`src/rtl/core/weekly_event_schedule_table_assert.svh`:
```
// Assertion macros for the weekly event schedule table
`ifndef WEEKLY_EVENT_SCHEDULE_TABLE_ASSERT_SVH
`define WEEKLY_EVENT_SCHEDULE_TABLE_ASSERT_SVH

// same-cycle implication, sampled on clk, off during reset
`define WEST_ASSERT_IMP(lbl, cond, prop) \
	lbl: assert property (@(posedge clk) disable iff (!arst_n) (cond) |-> (prop)) \
		else $error("weekly_event_schedule_table: assertion failed");

// next-cycle implication
`define WEST_ASSERT_NXT(lbl, cond, prop) \
	lbl: assert property (@(posedge clk) disable iff (!arst_n) (cond) |=> (prop)) \
		else $error("weekly_event_schedule_table: assertion failed");

`endif

```
`src/rtl/core/wevsch_pkg.sv`:
```
// Types, codes and helpers shared by the weekly event schedule table
package wevsch_pkg;

	localparam logic [2:0] KIND_SCHED_ON  = 3'd0;
	localparam logic [2:0] KIND_SCHED_OFF = 3'd1;
	localparam logic [2:0] KIND_RANDOMIZE = 3'd2;
	localparam logic [2:0] KIND_REMOVE    = 3'd3;
	localparam logic [2:0] KIND_WAKE      = 3'd4;

	localparam logic [1:0] STATUS_OK   = 2'd0;
	localparam logic [1:0] STATUS_OOB  = 2'd1;
	localparam logic [1:0] STATUS_FULL = 2'd2;

	localparam logic RK_STATUS  = 1'b0;
	localparam logic RK_COMMAND = 1'b1;

	localparam logic [3:0] DAY_SUNDAY   = 4'd0;
	localparam logic [3:0] DAY_MONDAY   = 4'd1;
	localparam logic [3:0] DAY_FRIDAY   = 4'd5;
	localparam logic [3:0] DAY_SATURDAY = 4'd6;
	localparam logic [3:0] DAY_EVERY    = 4'd7;
	localparam logic [3:0] DAY_WEEKDAYS = 4'd8;
	localparam logic [3:0] DAY_WEEKEND  = 4'd9;

	typedef struct packed {
		logic [2:0]        kind;
		logic [7:0]        light_id;
		logic [3:0]        day_code;
		logic [10:0]       minute_of_day;
		logic signed [7:0] random_offset;
	} item_t;

	typedef struct packed {
		logic       result_kind;
		logic [1:0] status;
		logic [7:0] target_light;
		logic       switch_on;
		logic       last;
	} result_t;

	typedef struct packed {
		logic              used;
		logic [7:0]        light;
		logic [3:0]        day;
		logic [10:0]       minute;
		logic              turns_on;
		logic              randomized;
		logic signed [7:0] offset;
	} slot_t;

	typedef struct packed {
		logic fill;
		logic fire;
	} head_flags_t;

	typedef enum logic [1:0] {
		ST_IDLE,
		ST_SCAN,
		ST_DONE
	} state_t;

	function automatic logic day_matches(input logic [3:0] slot_day, input logic [3:0] today);
		logic m;
		m = (slot_day == DAY_EVERY) || (slot_day == today);
		if (slot_day == DAY_WEEKEND && (today == DAY_SUNDAY || today == DAY_SATURDAY))
			m = 1'b1;
		if (slot_day == DAY_WEEKDAYS && today >= DAY_MONDAY && today <= DAY_FRIDAY)
			m = 1'b1;
		return m;
	endfunction

endpackage

```
`src/rtl/core/wevsch_cell.sv`:
```
// One slot cell of the rotating event ring
module wevsch_cell
	import wevsch_pkg::*;
(
	input  logic  clk,
	input  logic  arst_n,
	input  logic  shift,
	input  slot_t d,
	output slot_t q
);

	logic  used_q;
	slot_t data_q;

	always_ff @(posedge clk or negedge arst_n) begin
		if (!arst_n) begin
			used_q <= 1'b0;
		end else if (shift) begin
			used_q <= d.used;
		end
	end

	always_ff @(posedge clk) begin
		if (shift) begin
			data_q <= d;
		end
	end

	always_comb begin
		q      = data_q;
		q.used = used_q;
	end

endmodule

```
`src/rtl/core/wevsch_head.sv`:
```
// Head unit: evaluates and rewrites the slot passing the ring head
module wevsch_head
	import wevsch_pkg::*;
(
	input  slot_t       entry,
	input  item_t       item,
	input  logic        oob,
	input  logic        fill_done,
	output slot_t       wb,
	output head_flags_t flags
);

	logic              match;
	logic signed [12:0] due;
	logic signed [12:0] now;

	always_comb begin
		match = entry.used && entry.light == item.light_id && entry.day == item.day_code &&
			entry.minute == item.minute_of_day;
		due   = $signed({2'b00, entry.minute}) +
			$signed({{5{entry.offset[7]}}, entry.offset});
		now   = $signed({2'b00, item.minute_of_day});
		wb    = entry;
		flags = '0;
		case (item.kind)
			KIND_SCHED_ON, KIND_SCHED_OFF: begin
				if (!oob && !fill_done && !entry.used) begin
					flags.fill      = 1'b1;
					wb.used         = 1'b1;
					wb.light        = item.light_id;
					wb.day          = item.day_code;
					wb.minute       = item.minute_of_day;
					wb.turns_on     = (item.kind == KIND_SCHED_ON);
					wb.randomized   = 1'b0;
					wb.offset       = '0;
				end
			end
			KIND_RANDOMIZE: begin
				if (match) begin
					wb.randomized = 1'b1;
					wb.offset     = item.random_offset;
				end
			end
			KIND_REMOVE: begin
				if (match)
					wb.used = 1'b0;
			end
			KIND_WAKE: begin
				if (entry.used && day_matches(entry.day, item.day_code) && due == now) begin
					flags.fire = 1'b1;
					wb.offset  = entry.randomized ? item.random_offset : 8'sd0;
				end
			end
			default: ;
		endcase
	end

endmodule

```
`src/rtl/core/weekly_event_schedule_table.sv`:
```
// Top level: weekly event schedule table built as a rotating ring of slot cells
//
//   channel   dir  handshake            payload
//   item      in   start & !busy        item_t
//   result    out  strobe (one cycle)   result_t
//
// busy is high from the accepting edge while the ring rotates one slot per cycle past the head
//   unit (ST_SCAN), then through the closing state (ST_DONE); no new item is accepted while busy.
// The status or last command strobes in the cycle after the closing state; a command found
//   during the rotation strobes in the cycle after the next firing slot.
// Reset clears the used bit of each slot but not its data; the table is usable right after reset.
// Results cannot be stalled; strobe marks each for exactly one cycle.
`include "weekly_event_schedule_table_assert.svh"

module weekly_event_schedule_table
	import wevsch_pkg::*;
#(
	parameter int EVENT_SLOTS = 32,
	parameter int LIGHTS      = 32
) (
	input  logic    clk,
	input  logic    arst_n,
	input  logic    start,
	output logic    busy,
	input  item_t   item,
	output logic    strobe,
	output result_t result
);

	localparam int CW = (EVENT_SLOTS > 1) ? $clog2(EVENT_SLOTS) : 1;
	localparam logic [CW-1:0] LAST_SLOT = CW'(EVENT_SLOTS - 1);

	state_t      state_q, state_d;
	logic [CW-1:0] cnt_q;
	logic        scan_en;
	logic        accept;
	item_t       item_q;
	logic        oob_q;
	logic        fill_done_q;
	logic        pend_valid_q;
	logic [7:0]  pend_light_q;
	logic        pend_on_q;
	logic        strobe_q;
	result_t     result_q;
	slot_t       ring [EVENT_SLOTS];
	slot_t       wb;
	head_flags_t flags;
	logic        is_sched;

	assign accept   = start && !busy;
	assign is_sched = (item_q.kind == KIND_SCHED_ON) || (item_q.kind == KIND_SCHED_OFF);

	for (genvar i = 0; i < EVENT_SLOTS; i++) begin : g_cell
		if (i == EVENT_SLOTS - 1) begin : g_tail
			wevsch_cell u_cell (
				.clk   (clk),
				.arst_n(arst_n),
				.shift (scan_en),
				.d     (wb),
				.q     (ring[i])
			);
		end else begin : g_body
			wevsch_cell u_cell (
				.clk   (clk),
				.arst_n(arst_n),
				.shift (scan_en),
				.d     (ring[i+1]),
				.q     (ring[i])
			);
		end
	end

	wevsch_head u_head (
		.entry    (ring[0]),
		.item     (item_q),
		.oob      (oob_q),
		.fill_done(fill_done_q),
		.wb       (wb),
		.flags    (flags)
	);

	always_comb begin
		state_d = state_q;
		unique case (state_q)
			ST_IDLE: if (start) state_d = ST_SCAN;
			ST_SCAN: if (cnt_q == LAST_SLOT) state_d = ST_DONE;
			ST_DONE: state_d = ST_IDLE;
			default: state_d = ST_IDLE;
		endcase
	end

	always_comb begin
		busy    = (state_q != ST_IDLE);
		scan_en = (state_q == ST_SCAN);
	end

	always_ff @(posedge clk or negedge arst_n) begin
		if (!arst_n) begin
			state_q      <= ST_IDLE;
			cnt_q        <= '0;
			fill_done_q  <= 1'b0;
			pend_valid_q <= 1'b0;
			strobe_q     <= 1'b0;
		end else begin
			state_q  <= state_d;
			strobe_q <= 1'b0;
			if (accept) begin
				cnt_q        <= '0;
				fill_done_q  <= 1'b0;
				pend_valid_q <= 1'b0;
			end
			if (scan_en) begin
				cnt_q <= cnt_q + 1'b1;
				if (flags.fill)
					fill_done_q <= 1'b1;
				if (flags.fire) begin
					pend_valid_q <= 1'b1;
					if (pend_valid_q)
						strobe_q <= 1'b1;
				end
			end
			if (state_q == ST_DONE) begin
				pend_valid_q <= 1'b0;
				if (is_sched || (item_q.kind == KIND_WAKE && pend_valid_q))
					strobe_q <= 1'b1;
			end
		end
	end

	always_ff @(posedge clk) begin
		if (accept) begin
			item_q <= item;
			oob_q  <= ({1'b0, item.light_id} >= 9'(LIGHTS));
		end
		if (scan_en && flags.fire) begin
			pend_light_q <= ring[0].light;
			pend_on_q    <= ring[0].turns_on;
			if (pend_valid_q)
				result_q <= '{result_kind: RK_COMMAND, status: STATUS_OK,
					target_light: pend_light_q, switch_on: pend_on_q, last: 1'b0};
		end
		if (state_q == ST_DONE) begin
			if (is_sched)
				result_q <= '{result_kind: RK_STATUS,
					status: oob_q ? STATUS_OOB : (fill_done_q ? STATUS_OK : STATUS_FULL),
					target_light: 8'd0, switch_on: 1'b0, last: 1'b0};
			else
				result_q <= '{result_kind: RK_COMMAND, status: STATUS_OK,
					target_light: pend_light_q, switch_on: pend_on_q, last: 1'b1};
		end
	end

	assign strobe = strobe_q;
	assign result = result_q;

	`WEST_ASSERT_NXT(a_accept_busy, accept, busy)
	`WEST_ASSERT_IMP(a_status_closing, strobe && result.result_kind == RK_STATUS,
		$past(state_q) == ST_DONE)
	`WEST_ASSERT_IMP(a_last_closing, strobe && result.last, $past(state_q) == ST_DONE)
	`WEST_ASSERT_NXT(a_scan_end, scan_en && cnt_q == LAST_SLOT, state_q == ST_DONE)
	`WEST_ASSERT_IMP(a_no_fill_twice, scan_en && fill_done_q, !flags.fill)

endmodule
```
`config.mk`:
```
export PLATFORM = sky130hd
export DESIGN_NAME = weekly_event_schedule_table
export DESIGN_NICKNAME = d
export VERILOG_FILES = /design/src/rtl/core/wevsch_pkg.sv /design/src/rtl/core/wevsch_cell.sv /design/src/rtl/core/wevsch_head.sv /design/src/rtl/core/weekly_event_schedule_table.sv
export VERILOG_INCLUDE_DIRS = /design/src /design/src/rtl/core
export SDC_FILE = /design/constraint.sdc
export NUM_CORES = 1
export LEC_CHECK = 0
export BUFFER_PORTS_ARGS = -buffer_cell sky130_fd_sc_hd__buf_2
export CAP_MARGIN = 20
export CORE_MARGIN = 2
export CORE_UTILIZATION = 34
export DETAILED_ROUTE_END_ITERATION = 6
export PLACE_DENSITY = 0.52
export SLEW_MARGIN = 20
export SYNTH_ARGS = -nofsm -noshare
export SYNTH_HDL_FRONTEND = slang
export SYNTH_SLANG_ARGS = --single-unit
```
`constraint.sdc`:
```
create_clock -name clk -period 35.1 [get_ports clk]
set_input_delay 1.755 -clock clk [delete_from_list [all_inputs] [get_ports clk]]
set_output_delay 1.755 -clock clk [all_outputs]
set_load 0.03 [all_outputs]
```
# Yosys cells after proc, flatten, opt, wreduce, memory -nomap -nowiden
# Cells that the tools add are included.
[totals]
register_bits = 1155
inputBits = 37
[op_classes]
magnitude_cmp = 3
eq_ne = 17
reduce_logical = 31
add_sub_neg = 2
n_mux = 39
[ops]
columns = ["op", "count"]
rows = [
  ["$mux W13", 4],
  ["$mux W34", 1],
  ["$mux W24", 1],
  ["$pmux W8 S3", 1],
  ["$mux W1", 20],
  ["$mux W8", 2],
  ["$add A12 B8 Y13", 1],
  ["$eq A13 B12 Y1", 1],
  ["$logic_and A1 B1 Y1", 13],
  ["$eq A11 B11 Y1", 1],
  ["$mux W5", 2],
  ["$mux W9", 1],
  ["$eq A4 B3 Y1 const B", 2],
  ["$eq A4 B4 Y1 const B", 2],
  ["$eq A8 B8 Y1", 1],
  ["$ge A8 B6 Y1 const B", 1],
  ["$mux W2", 4],
  ["$reduce_bool A2 Y1", 4],
  ["$eq A3 B2 Y1 const B", 2],
  ["$add A5 B1 Y5 const B", 1],
  ["$eq A5 B5 Y1 const B", 1],
  ["$eq A4 B4 Y1", 1],
  ["$ge A4 B1 Y1 const B", 1],
  ["$le A4 B3 Y1 const B", 1],
  ["other kinds (15)", 23],
]

# Longest topological paths before layout
# Gate-level depths: netlist of run 1.
[logic_depth]
ltp_word = 14
mapped_depth = 11
ltp_nobuf = 9

# Modules after synthesis
# From an unflattened synthesis of run 1, not the netlist that was laid out.
[hier_totals]
hier_cells = 1551
area_unflattened_um2 = 37329.6
[by_module_without_submodules]
columns = ["module", "area_each_um2", "cells_per_inst", "n_inst", "seq_area_each_um2"]
rows = [
  ["wevsch_cell", 1038.5, 36, 32, 1016.0],
  ["weekly_event_schedule_table", 2358.5, 121, 1, 1961.9],
  ["wevsch_head", 1739.2, 278, 1, 0.0],
]

# Worst setup path before layout of run 1
# OpenSTA, ideal clock, no wires.
[synth_path]
kind = "register to register"
from = "register state_q[1]"
to = "register g_cell[0].g_body.u_cell.data_q, in the netlist g_cell[0].g_body.u_cell.q[0], enable pin"
setup_time_ns = 1.832
path_stages_with_launch = 4
n_path_buf = 1
synth_period_minus_slack_ns = 31.076
arrival_time_ns = 29.244
path_slack_ns = 4.024
cell_sequence = "dfrtp_1 -> nand2b_1 -> inv_2 -> clkbuf_1"
[synth_via]
elab_chain_cells = 1
[synth_rtl]
columns = ["element", "line", "source"]
rows = [
  ["from (decl)", "weekly_event_schedule_table.sv:33", "state_t state_q, state_d;"],
  ["from (signal assigned)", "weekly_event_schedule_table.sv:105", "state_q <= state_d;"],
  ["$eq A2 B1 Y1", "weekly_event_schedule_table.sv:94", "scan_en = (state_q == ST_SCAN);"],
  ["to (signal assigned)", "wevsch_cell.sv:25", "data_q <= d;"],
  ["to (decl)", "wevsch_cell.sv:13", "slot_t data_q;"],
]
# No other way between the ends.
# A chain may end at the register's enable or synchronous reset.

# Worst setup path in the final report of run 1
[layout_path]
from = "register g_cell[0].g_body.u_cell.data_q, in the netlist g_cell[0].g_body.u_cell.q[0]"
to = "register result_q, in the netlist result[6], enable pin"
[layout_via]
elab_chain_cells = 8
[layout_rtl]
columns = ["element", "line", "source"]
rows = [
  ["$add A12 B8 Y13", "wevsch_head.sv:20", "due = $signed({2'b00, entry.minute}) +"],
  ["$eq A13 B12 Y1", "wevsch_head.sv:49", "if (entry.used && day_matches(entry.day, item.day_code) && due == now) begin"],
  ["$logic_and A1 B1 Y1", "wevsch_head.sv:49", ""],
  ["$mux W1", "wevsch_head.sv:49", ""],
  ["$mux W1", "wevsch_head.sv:25", "case (item.kind)"],
  ["$logic_and A1 B1 Y1", "weekly_event_schedule_table.sv:135", "if (scan_en && flags.fire) begin"],
  ["$reduce_bool A2 Y1 (no line)", "n/a", ""],
  ["$reduce_and A2 Y1 (no line)", "n/a", ""],
  ["to (signal assigned)", "weekly_event_schedule_table.sv:139", "result_q <= '{result_kind: RK_COMMAND, status: STATUS_OK,"],
  ["to (signal assigned)", "weekly_event_schedule_table.sv:144", "result_q <= '{result_kind: RK_STATUS,"],
  ["to (signal assigned)", "weekly_event_schedule_table.sv:148", "result_q <= '{result_kind: RK_COMMAND, status: STATUS_OK,"],
  ["to (decl)", "weekly_event_schedule_table.sv:44", "result_t result_q;"],
]
# No other way between the ends.

==> metrics.txt, run 1 <==
result of the run complete, no violations; via count of the first global-routing pass 14400; register area 34500 um^2; length of the first detailed-routing pass in iterations 4; Final setup violation count 0; start of the worst register-to-register path g_cell[0].g_body.u_cell.q[0]$_DFFE_PP_; main flop type after synthesis sky130_fd_sc_hd__edfxtp_1; number of buffers inserted to repair setup after CTS 0; dominant combinational cell family by area after synthesis simple AND/OR/NAND/NOR gates; Final Hold Vio Count 0; initial antenna violation count 6; hold path depth 0; Worst setup EP type register; highest attainable clock frequency 222 MHz; synthesized-area fraction occupied by ao, oa, aoi and oai cells 1.83%; Die Y-Extent 335 um; required time worst endpoint 35.40 ns; Total Die Area 112000 um^2; global placer's final weighted congestion 0.821; depth of the worst register-to-register path 9; Diodes inserted 0; final WL 56.3 mm; aggregate global routing overflow 0; destination of the worst register-to-register timing path result[6]$_DFFE_PP_; total of max-cap violations 0; period utilisation layout 12.8%; final layout net count 1803; area occupied by multi-input gates 2560 um^2; Skew-Pair Late Insertion Delay 0.68 ns; pin slew with the least headroom to its limit 1.16 ns; pins over their slew limit 0; TritonCTS clock tree done; areal power density over the cells 101 nW/um^2; layout filler cell count 9529; post-route standard cell area excluding fillers 43000 um^2; cell type group with the largest total delay on the critical path compound AO/OA/AOI/OAI gates; stage delay of the slowest cell on the critical path 0.78 ns; maximum clock insertion buffer count 3; remaining routing DRC violations 0; CP arrival 4.81 ns; share of flip-flops with an asynchronous set or reset 3.64%; die outline width 335 um; post-layout min period 4.51 ns; maximum fanout encountered on the critical timing path 13; share of cells above drive strength 1 14.3%; top area cells in the synthesized netlist sky130_fd_sc_hd__edfxtp_1 90%, sky130_fd_sc_hd__dfrtp_1 2.8%, sky130_fd_sc_hd__nand2_1 1.2%; mux share of post-synthesis cell area 0.764%; total power consumption of the routed design 4.33 mW; share of Yosys cell area claimed by the top area cell type 89.8%; end point of the worst hold path g_cell[30].g_body.u_cell.q[1]$_DFFE_PP_; Routed Antenna Nets 0; leakage power total 14.7 nW; mean instance size in the synthesized netlist 23.4 um^2; unrepaired setup endpoints after global routing no; proportion of synthesized chip area in sequential cells 92.7%; Initial DRC Count 1540; largest net degree at the start of global routing 196; Site Rows 121; Max stage delay cell, worst path sky130_fd_sc_hd__o31ai_4; overall fraction of global-route tracks in use 9.95%; Worst Skew 0.0168 ns; number of instances in the synthesized netlist 1591; number of unique standard cell types used by synthesis 58; count of buffering cells on the critical path with inverters included 0; total nets after synthesis 1643; CTS clk-pin slew, worst paths 0.06 ns; area share of xor/xnor cells in the synthesized design 0.871%; DP Area 39300 um^2; number of hold buffers added after cts 0; adder and majority cell fraction of the synthesized area 0.525%; detail-routed via count per cell 4.51; WL/cell 17.3 um; cell taking the most area after synthesis sky130_fd_sc_hd__edfxtp_1; peak ir drop on the vdd network 0.0527 mV; Starting Density 34.2%; worst hold path class reg -> reg; quantity of I/O buffers inserted on ports 51; count of flip-flops with a built-in enable after synthesis 1113; CP Launch Type register; clock sink count 1155; cell area after technology mapping 37200 um^2; core footprint 109000 um^2; H-tree depth 3; cell at the root of the clock tree sky130_fd_sc_hd__clkbuf_16; Hold Startpoint g_cell[31].g_tail.u_cell.q[1]$_DFFE_PP_; total number of vias 14700; sum of negative setup slack 0 ns; Setup Crit Path Kind reg -> reg; total of cells resized after clock tree synthesis 0; worst-path cell chain ha_1 > fa_1 > a21o_1 > a221oi_2 > o21ai_2 > mux2_4 > or4b_1 > or2_1 > o31ai_4; Yosys Warn Count 0; register bit total from synthesis 1155; Synth Area in Simple Gates 2.85%; flop-to-flop setup slack 30.59 ns; Layout Area Growth over Synthesis 15.5%; TritonCTS Buffers 113; tightest slew margin relative to the limit 22.9%; final HPWL from detailed placement 30.2 mm; number of I/O pins 52; global-route wire length before repair 86.2 mm
-- cell type report --
class	instances	share of cell area (%)
clock buffers	139	6.97
clock inverters	68	1.58
inverters	22	0.210
multi-input cells	394	5.96
flip-flops and latches	1155	80.2
well taps	1414	4.12
repair buffers	65	0.949
-- logic make-up (layout without fill, tap and decap cells) --
logic type,after synthesis,count (layout)
AO/OA/AOI/OAI,99,99
flip-flops,1155,1155
AND/OR/NAND/NOR,218,218
adder cells (fa/ha/maj),15,15
multiplexers,25,25
buffers and inverters,42,294
XOR/XNOR,37,37
-- cells in the final DEF, fill, tap and decap left out, types with 18 or more instances in the layout --
master / synthesis / routed
sky130_fd_sc_hd__a21oi_1: 18 / 18
sky130_fd_sc_hd__buf_2: 1 / 51
sky130_fd_sc_hd__clkbuf_1: 13 / 20
sky130_fd_sc_hd__clkbuf_16: 0 / 114
sky130_fd_sc_hd__clkinv_1: 0 / 25
sky130_fd_sc_hd__dfrtp_1: 42 / 42
sky130_fd_sc_hd__edfxtp_1: 1113 / 1113
sky130_fd_sc_hd__inv_1: 21 / 20
sky130_fd_sc_hd__mux2_2: 23 / 23
sky130_fd_sc_hd__nand2_1: 116 / 116
sky130_fd_sc_hd__o21ai_0: 20 / 20
sky130_fd_sc_hd__xnor2_1: 21 / 21
-- stage by stage --
stage	setup WS (ns)	hold WS (ns)	utilization (%)	std cells
after detailed placement	30.18	0.405	36.1	3049
after CTS	30.19	0.407	39.5	3256
after floorplan	4.02	0.400	-	1591
after global placement	30.44	0.401	36.1	3049
final	30.59	0.407	39.5	3257
after global routing	30.42	0.407	39.5	3257
-- routing by layer --
layer	GRT usage [%]	up-vias	wire length [um]	share of wire [%]
met1	16.3	7624	29700	53
met3	2.38	111	2990	5.3
li1	-	6617	-	-
met4	3.51	0	1380	2.4
met5	0	-	0	0
met2	12.5	337	22300	40
-- worst max-delay path by stage --
stage               depth (start not counted)                              startpoint                                       end  slack [ns]
floorplan                                   3                  state_q[1]$_DFFE_PN0P_    g_cell[0].g_body.u_cell.q[0]$_DFFE_PP_        4.02
global placement                            5                  state_q[1]$_DFFE_PN0P_  g_cell[15].g_body.u_cell.q[22]$_DFFE_PP_       30.44
detailed placement                          5                  state_q[1]$_DFFE_PN0P_  g_cell[11].g_body.u_cell.q[22]$_DFFE_PP_       30.18
CTS                                         5                  state_q[1]$_DFFE_PN0P_  g_cell[13].g_body.u_cell.q[22]$_DFFE_PP_       30.19
global route                                9  g_cell[0].g_body.u_cell.q[0]$_DFFE_PP_                       result[6]$_DFFE_PP_       30.42
finish                                      9  g_cell[0].g_body.u_cell.q[0]$_DFFE_PP_                       result[6]$_DFFE_PP_       30.59
-- state kept, by name, indices dropped and copies added, names as in the netlist --
register,count
g_cell.g_body.u_cell.q,1023
item_q,34
g_cell.g_tail.u_cell.q,33
g_cell.g_body.u_cell.used_q,31
result,13
pend_light_q,8
cnt_q,5
state_q,2
fill_done_q,1
g_cell.g_tail.u_cell.used_q,1
oob_q,1
pend_on_q,1
pend_valid_q,1
strobe,1
-- cell usage after synthesis, drive strengths merged, types with 2 or more instances --
| library cell | number |
|---|---|
| a211oi | 17 |
| a21o | 6 |
| a21oi | 18 |
| a221oi | 10 |
| a31oi | 2 |
| and2 | 12 |
| and3 | 8 |
| and4 | 2 |
| and4b | 2 |
| buf | 7 |
| clkbuf | 13 |
| dfrtp | 42 |
| edfxtp | 1113 |
| ha | 14 |
| inv | 22 |
| mux2 | 24 |
| nand2 | 116 |
| nand2b | 7 |
| nand3 | 10 |
| nand4 | 8 |
| nand4b | 2 |
| nor2 | 12 |
| nor2b | 3 |
| nor3 | 8 |
| nor4 | 16 |
| nor4b | 3 |
| o2111ai | 2 |
| o21a | 2 |
| o21ai | 22 |
| o22ai | 10 |
| o311a | 2 |
| o31ai | 2 |
| or2 | 2 |
| or3 | 4 |
| xnor2 | 21 |
| xor2 | 16 |
-- power breakdown --
| part | internal [mW] | total (mW) | switching [mW] |
|---|---|---|---|
| Clock | 0.687 | 1.18 | 0.497 |
| Combinational | 0.118 | 0.477 | 0.359 |
| Sequential | 2.45 | 2.67 | 0.215 |
No activity file was read; power rests on OpenSTA's default activity.
==> inputs of run 2 (changes only) <==
--- a/config.mk
+++ b/config.mk
@@ -11,7 +11,7 @@
 export CORE_MARGIN = 2
 export CORE_UTILIZATION = 34
 export DETAILED_ROUTE_END_ITERATION = 6
-export PLACE_DENSITY = 0.52
+export PLACE_DENSITY = 0.54
 export SLEW_MARGIN = 20
 export SYNTH_ARGS = -nofsm -noshare
 export SYNTH_HDL_FRONTEND = slang
==> constraint.sdc (replaced) <==
create_clock -name clk -period 4.1 [get_ports clk]
set_input_delay 0.205 -clock clk [delete_from_list [all_inputs] [get_ports clk]]
set_output_delay 0.205 -clock clk [all_outputs]
set_load 0.03 [all_outputs]
==> run 2 against run 1 <==
  * Total power rose to 8.6 times the previous value
  * Count of clock-buffer cells in the layout down 3
  * Register-to-register slack worse by 30 ns
  * Cell count up 1.4%
  * Clock power rose to 8.6 times the previous value
  * Global-route usage up 0.13 points
  * Hold slack worse by 0.19 ns
  * Wire length up 1.2%
  * Critical path depth up 1
  * Sequential share of layout area down 0.85 points
  * Critical path type unchanged
  * Largest power group unchanged
==> metrics.txt, run 2 (synthesis results as in run 1) <==
total of max-cap violations 0 (unchanged); pins over their slew limit 0 (unchanged); initial antenna violation count 10 (+4); Initial DRC Count 1594 (+3.5%); Worst Skew 0.0176 ns (+0.000854 ns); period utilisation layout 94.7% (+82 points); top library cells by usage in the layout, fill and taps aside 1113 x sky130_fd_sc_hd__edfxtp_1, 116 x sky130_fd_sc_hd__nand2_1, 113 x sky130_fd_sc_hd__clkbuf_16, 51 x sky130_fd_sc_hd__buf_2, 42 x sky130_fd_sc_hd__dfrtp_1; minimum setup slack after placement 0.222 ns (-29.95 ns); H-tree depth 3 (unchanged); via count of the first global-routing pass 14300 (-0.83%); maximum fanout encountered on the critical timing path 13 (unchanged); TritonCTS clock tree done; worst hold path class in -> async; number of I/O pins 52 (unchanged); start of the worst register-to-register path g_cell[0].g_body.u_cell.q[0]$_DFFE_PP_; number of flip-flops under the largest register name 1023 (unchanged); Diodes inserted 0 (unchanged); Routed Antenna Nets 0 (unchanged); clock sink count 1155 (unchanged); highest attainable clock frequency 258 MHz (+16%); Post-Place Cells 3060 (+0.36%); Worst setup EP type register; post-route standard cell area excluding fillers 43400 um^2 (+1.1%); final layout net count 1847 (+2.4%); post-layout utilization of the core 40.0% (+0.42 points); sum of negative setup slack 0 ns (unchanged); Setup Crit Path Kind reg -> reg; areal power density over the cells 855 nW/um^2 (+750%); remaining routing DRC violations 0 (unchanged); core footprint 109000 um^2 (unchanged); unrepaired setup endpoints after global routing no; length of the first detailed-routing pass in iterations 5 (+1); total number of vias 14800 (+0.52%); aggregate global routing overflow 0 (unchanged); tightest slew margin relative to the limit 32.4% (+9.5 points); die outline width 335 um (unchanged); cell type group with the largest total delay on the critical path simple AND/OR/NAND/NOR gates; overall fraction of global-route tracks in use 10.1% (+0.13 points); global-route wire length before repair 87.1 mm (+1.0%); pin slew with the least headroom to its limit 1.01 ns (-0.144 ns); CP Launch Type register; post-layout min period 3.88 ns (-0.627 ns); result of the run complete, no violations; destination of the worst register-to-register timing path result[6]$_DFFE_PP_; global-route layer with the greatest usage met1; share of cells above drive strength 1 14.3% (-0.016 points); Max stage delay cell, worst path sky130_fd_sc_hd__or4b_1; total power consumption of the routed design 37.1 mW (+760%); worst setup slack after layout 0.218 ns (-30.37 ns); required time worst endpoint 4.46 ns (-30.94 ns); detail-routed via count per cell 4.47 (-0.82%); largest net degree at the start of global routing 125 (-36%); depth of the worst register-to-register path 10 (+1); final WL 57.0 mm (+1.2%); count of buffering cells on the critical path with inverters included 1 (+1); Starting Density 34.2% (unchanged); GR met1 Demand/Resource 16.7% (+0.37 points); CP arrival 4.24 ns (-0.57 ns); TritonCTS Buffers 111 (-1.8%); worst-path cell chain ha_1 > fa_1 > a21o_1 > a221oi_2 > o21ai_2 > mux2_4 > or4b_1 > or2_1 > o31ai_4 > buf_4; leakage power total 14.9 nW (+1.4%); cell at the root of the clock tree sky130_fd_sc_hd__clkbuf_16; maximum clock insertion buffer count 3 (unchanged); worst hold margin 0.220 ns (-0.187 ns); quantity of I/O buffers inserted on ports 51 (unchanged); Layout Area Growth over Synthesis 16.8%; DP Area 39400 um^2 (+0.47%); final HPWL from detailed placement 31.2 mm (+3.3%); Final setup violation count 0 (unchanged); Die Y-Extent 335 um (unchanged); CTS clk-pin slew, worst paths 0.06 ns (about the same); Total Die Area 112000 um^2 (unchanged); met2 usage in global routing 12.5% (-0.053 points); final standard cell count with taps included and fillers excluded 3301 (+1.4%); total of cells resized after clock tree synthesis 0 (unchanged); WL/cell 17.3 um (-0.12%); Site Rows 121 (unchanged); peak ir drop on the vdd network 0.521 mV (+890%); met3 layer usage reported by global route 2.35% (-0.029 points); Skew-Pair Late Insertion Delay 0.67 ns (about the same); global placer's final weighted congestion 0.801 (-2.4%); Final Hold Vio Count 0 (unchanged); most common cell after layout, fill and taps aside sky130_fd_sc_hd__edfxtp_1; flop-to-flop setup slack 0.22 ns (-30.37 ns); stage delay of the slowest cell on the critical path 0.61 ns (-0.17 ns)
==> run 2: cell types whose count changed in the layout (fill, tap and decap cells not counted), sizes merged <==
| cell | delta |
|---|---|
| buf | +10 |
| inv | +2 |
| clkbuf | -3 |
| clkinv | -2 |
| bufinv | +1 |
| dlygate4sd3 | +36 |
==> run 2: worst max path at each step <==
stage                                            from                      end  slack, ns  cells after the start
4_1_cts        g_cell[0].g_body.u_cell.q[0]$_DFFE_PP_      result[4]$_DFFE_PP_       0.20                     10
3_3_place_gp   g_cell[0].g_body.u_cell.q[0]$_DFFE_PP_      result[6]$_DFFE_PP_       0.24                     10
3_5_place_dp   g_cell[0].g_body.u_cell.q[0]$_DFFE_PP_      result[7]$_DFFE_PP_       0.22                     10
2_1_floorplan  g_cell[0].g_body.u_cell.q[0]$_DFFE_PP_  result[0]$_SDFFCE_PN0P_       0.05                     11
6_report       g_cell[0].g_body.u_cell.q[0]$_DFFE_PP_      result[6]$_DFFE_PP_       0.22                     10
5_1_grt        g_cell[0].g_body.u_cell.q[0]$_DFFE_PP_      result[8]$_DFFE_PP_       0.07                     10
==> run 2: report_power, final <==
group / total, mW / internal (mW) / switching, mW / leakage (nW)
logic: 4.29 / 1.14 / 3.14 / 1.63
clock network: 10.1 / 5.86 / 4.24 / 1.77
registers: 22.8 / 20.9 / 1.83 / 11.5
total: 37.1 / 27.9 / 9.21 / 14.9
==> run 2: area by class of cell <==
| cell class | instances | area (um^2) |
|---|---|---|
| multi-input combinational | 394 | 2560 |
| tap | 1414 | 1770 |
| clock buffer | 136 | 2930 |
| clock inverter | 69 | 699 |
| fill | 9532 | 65300 |
| timing repair buffer | 111 | 908 |
| sequential | 1155 | 34500 |
| inverter | 22 | 90.1 |
==> run 2: worst reg2reg max path, delay by kind of cell, from the launching register on <==
kind	cells	cell delay, ns
muxes	1	0.33
adders and majority gates	2	0.74
buffers and inverters	1	0.25
and+or+nand+nor	2	0.93
DFF	1	0.49
AOI/OAI and AO/OA	4	0.83
==> run 2: layer usage <==
layer  wire, um  up-vias
met2      22200      323
met4       1640        0
met3       2800      122
met5          0        -
met1      30400     7619
li1           -     6702
==> run 2: repair_timing <==
item,CTS,global route
endpoints found under the hold margin,78,0
hold buffers,36,0
buffers inserted,0,0
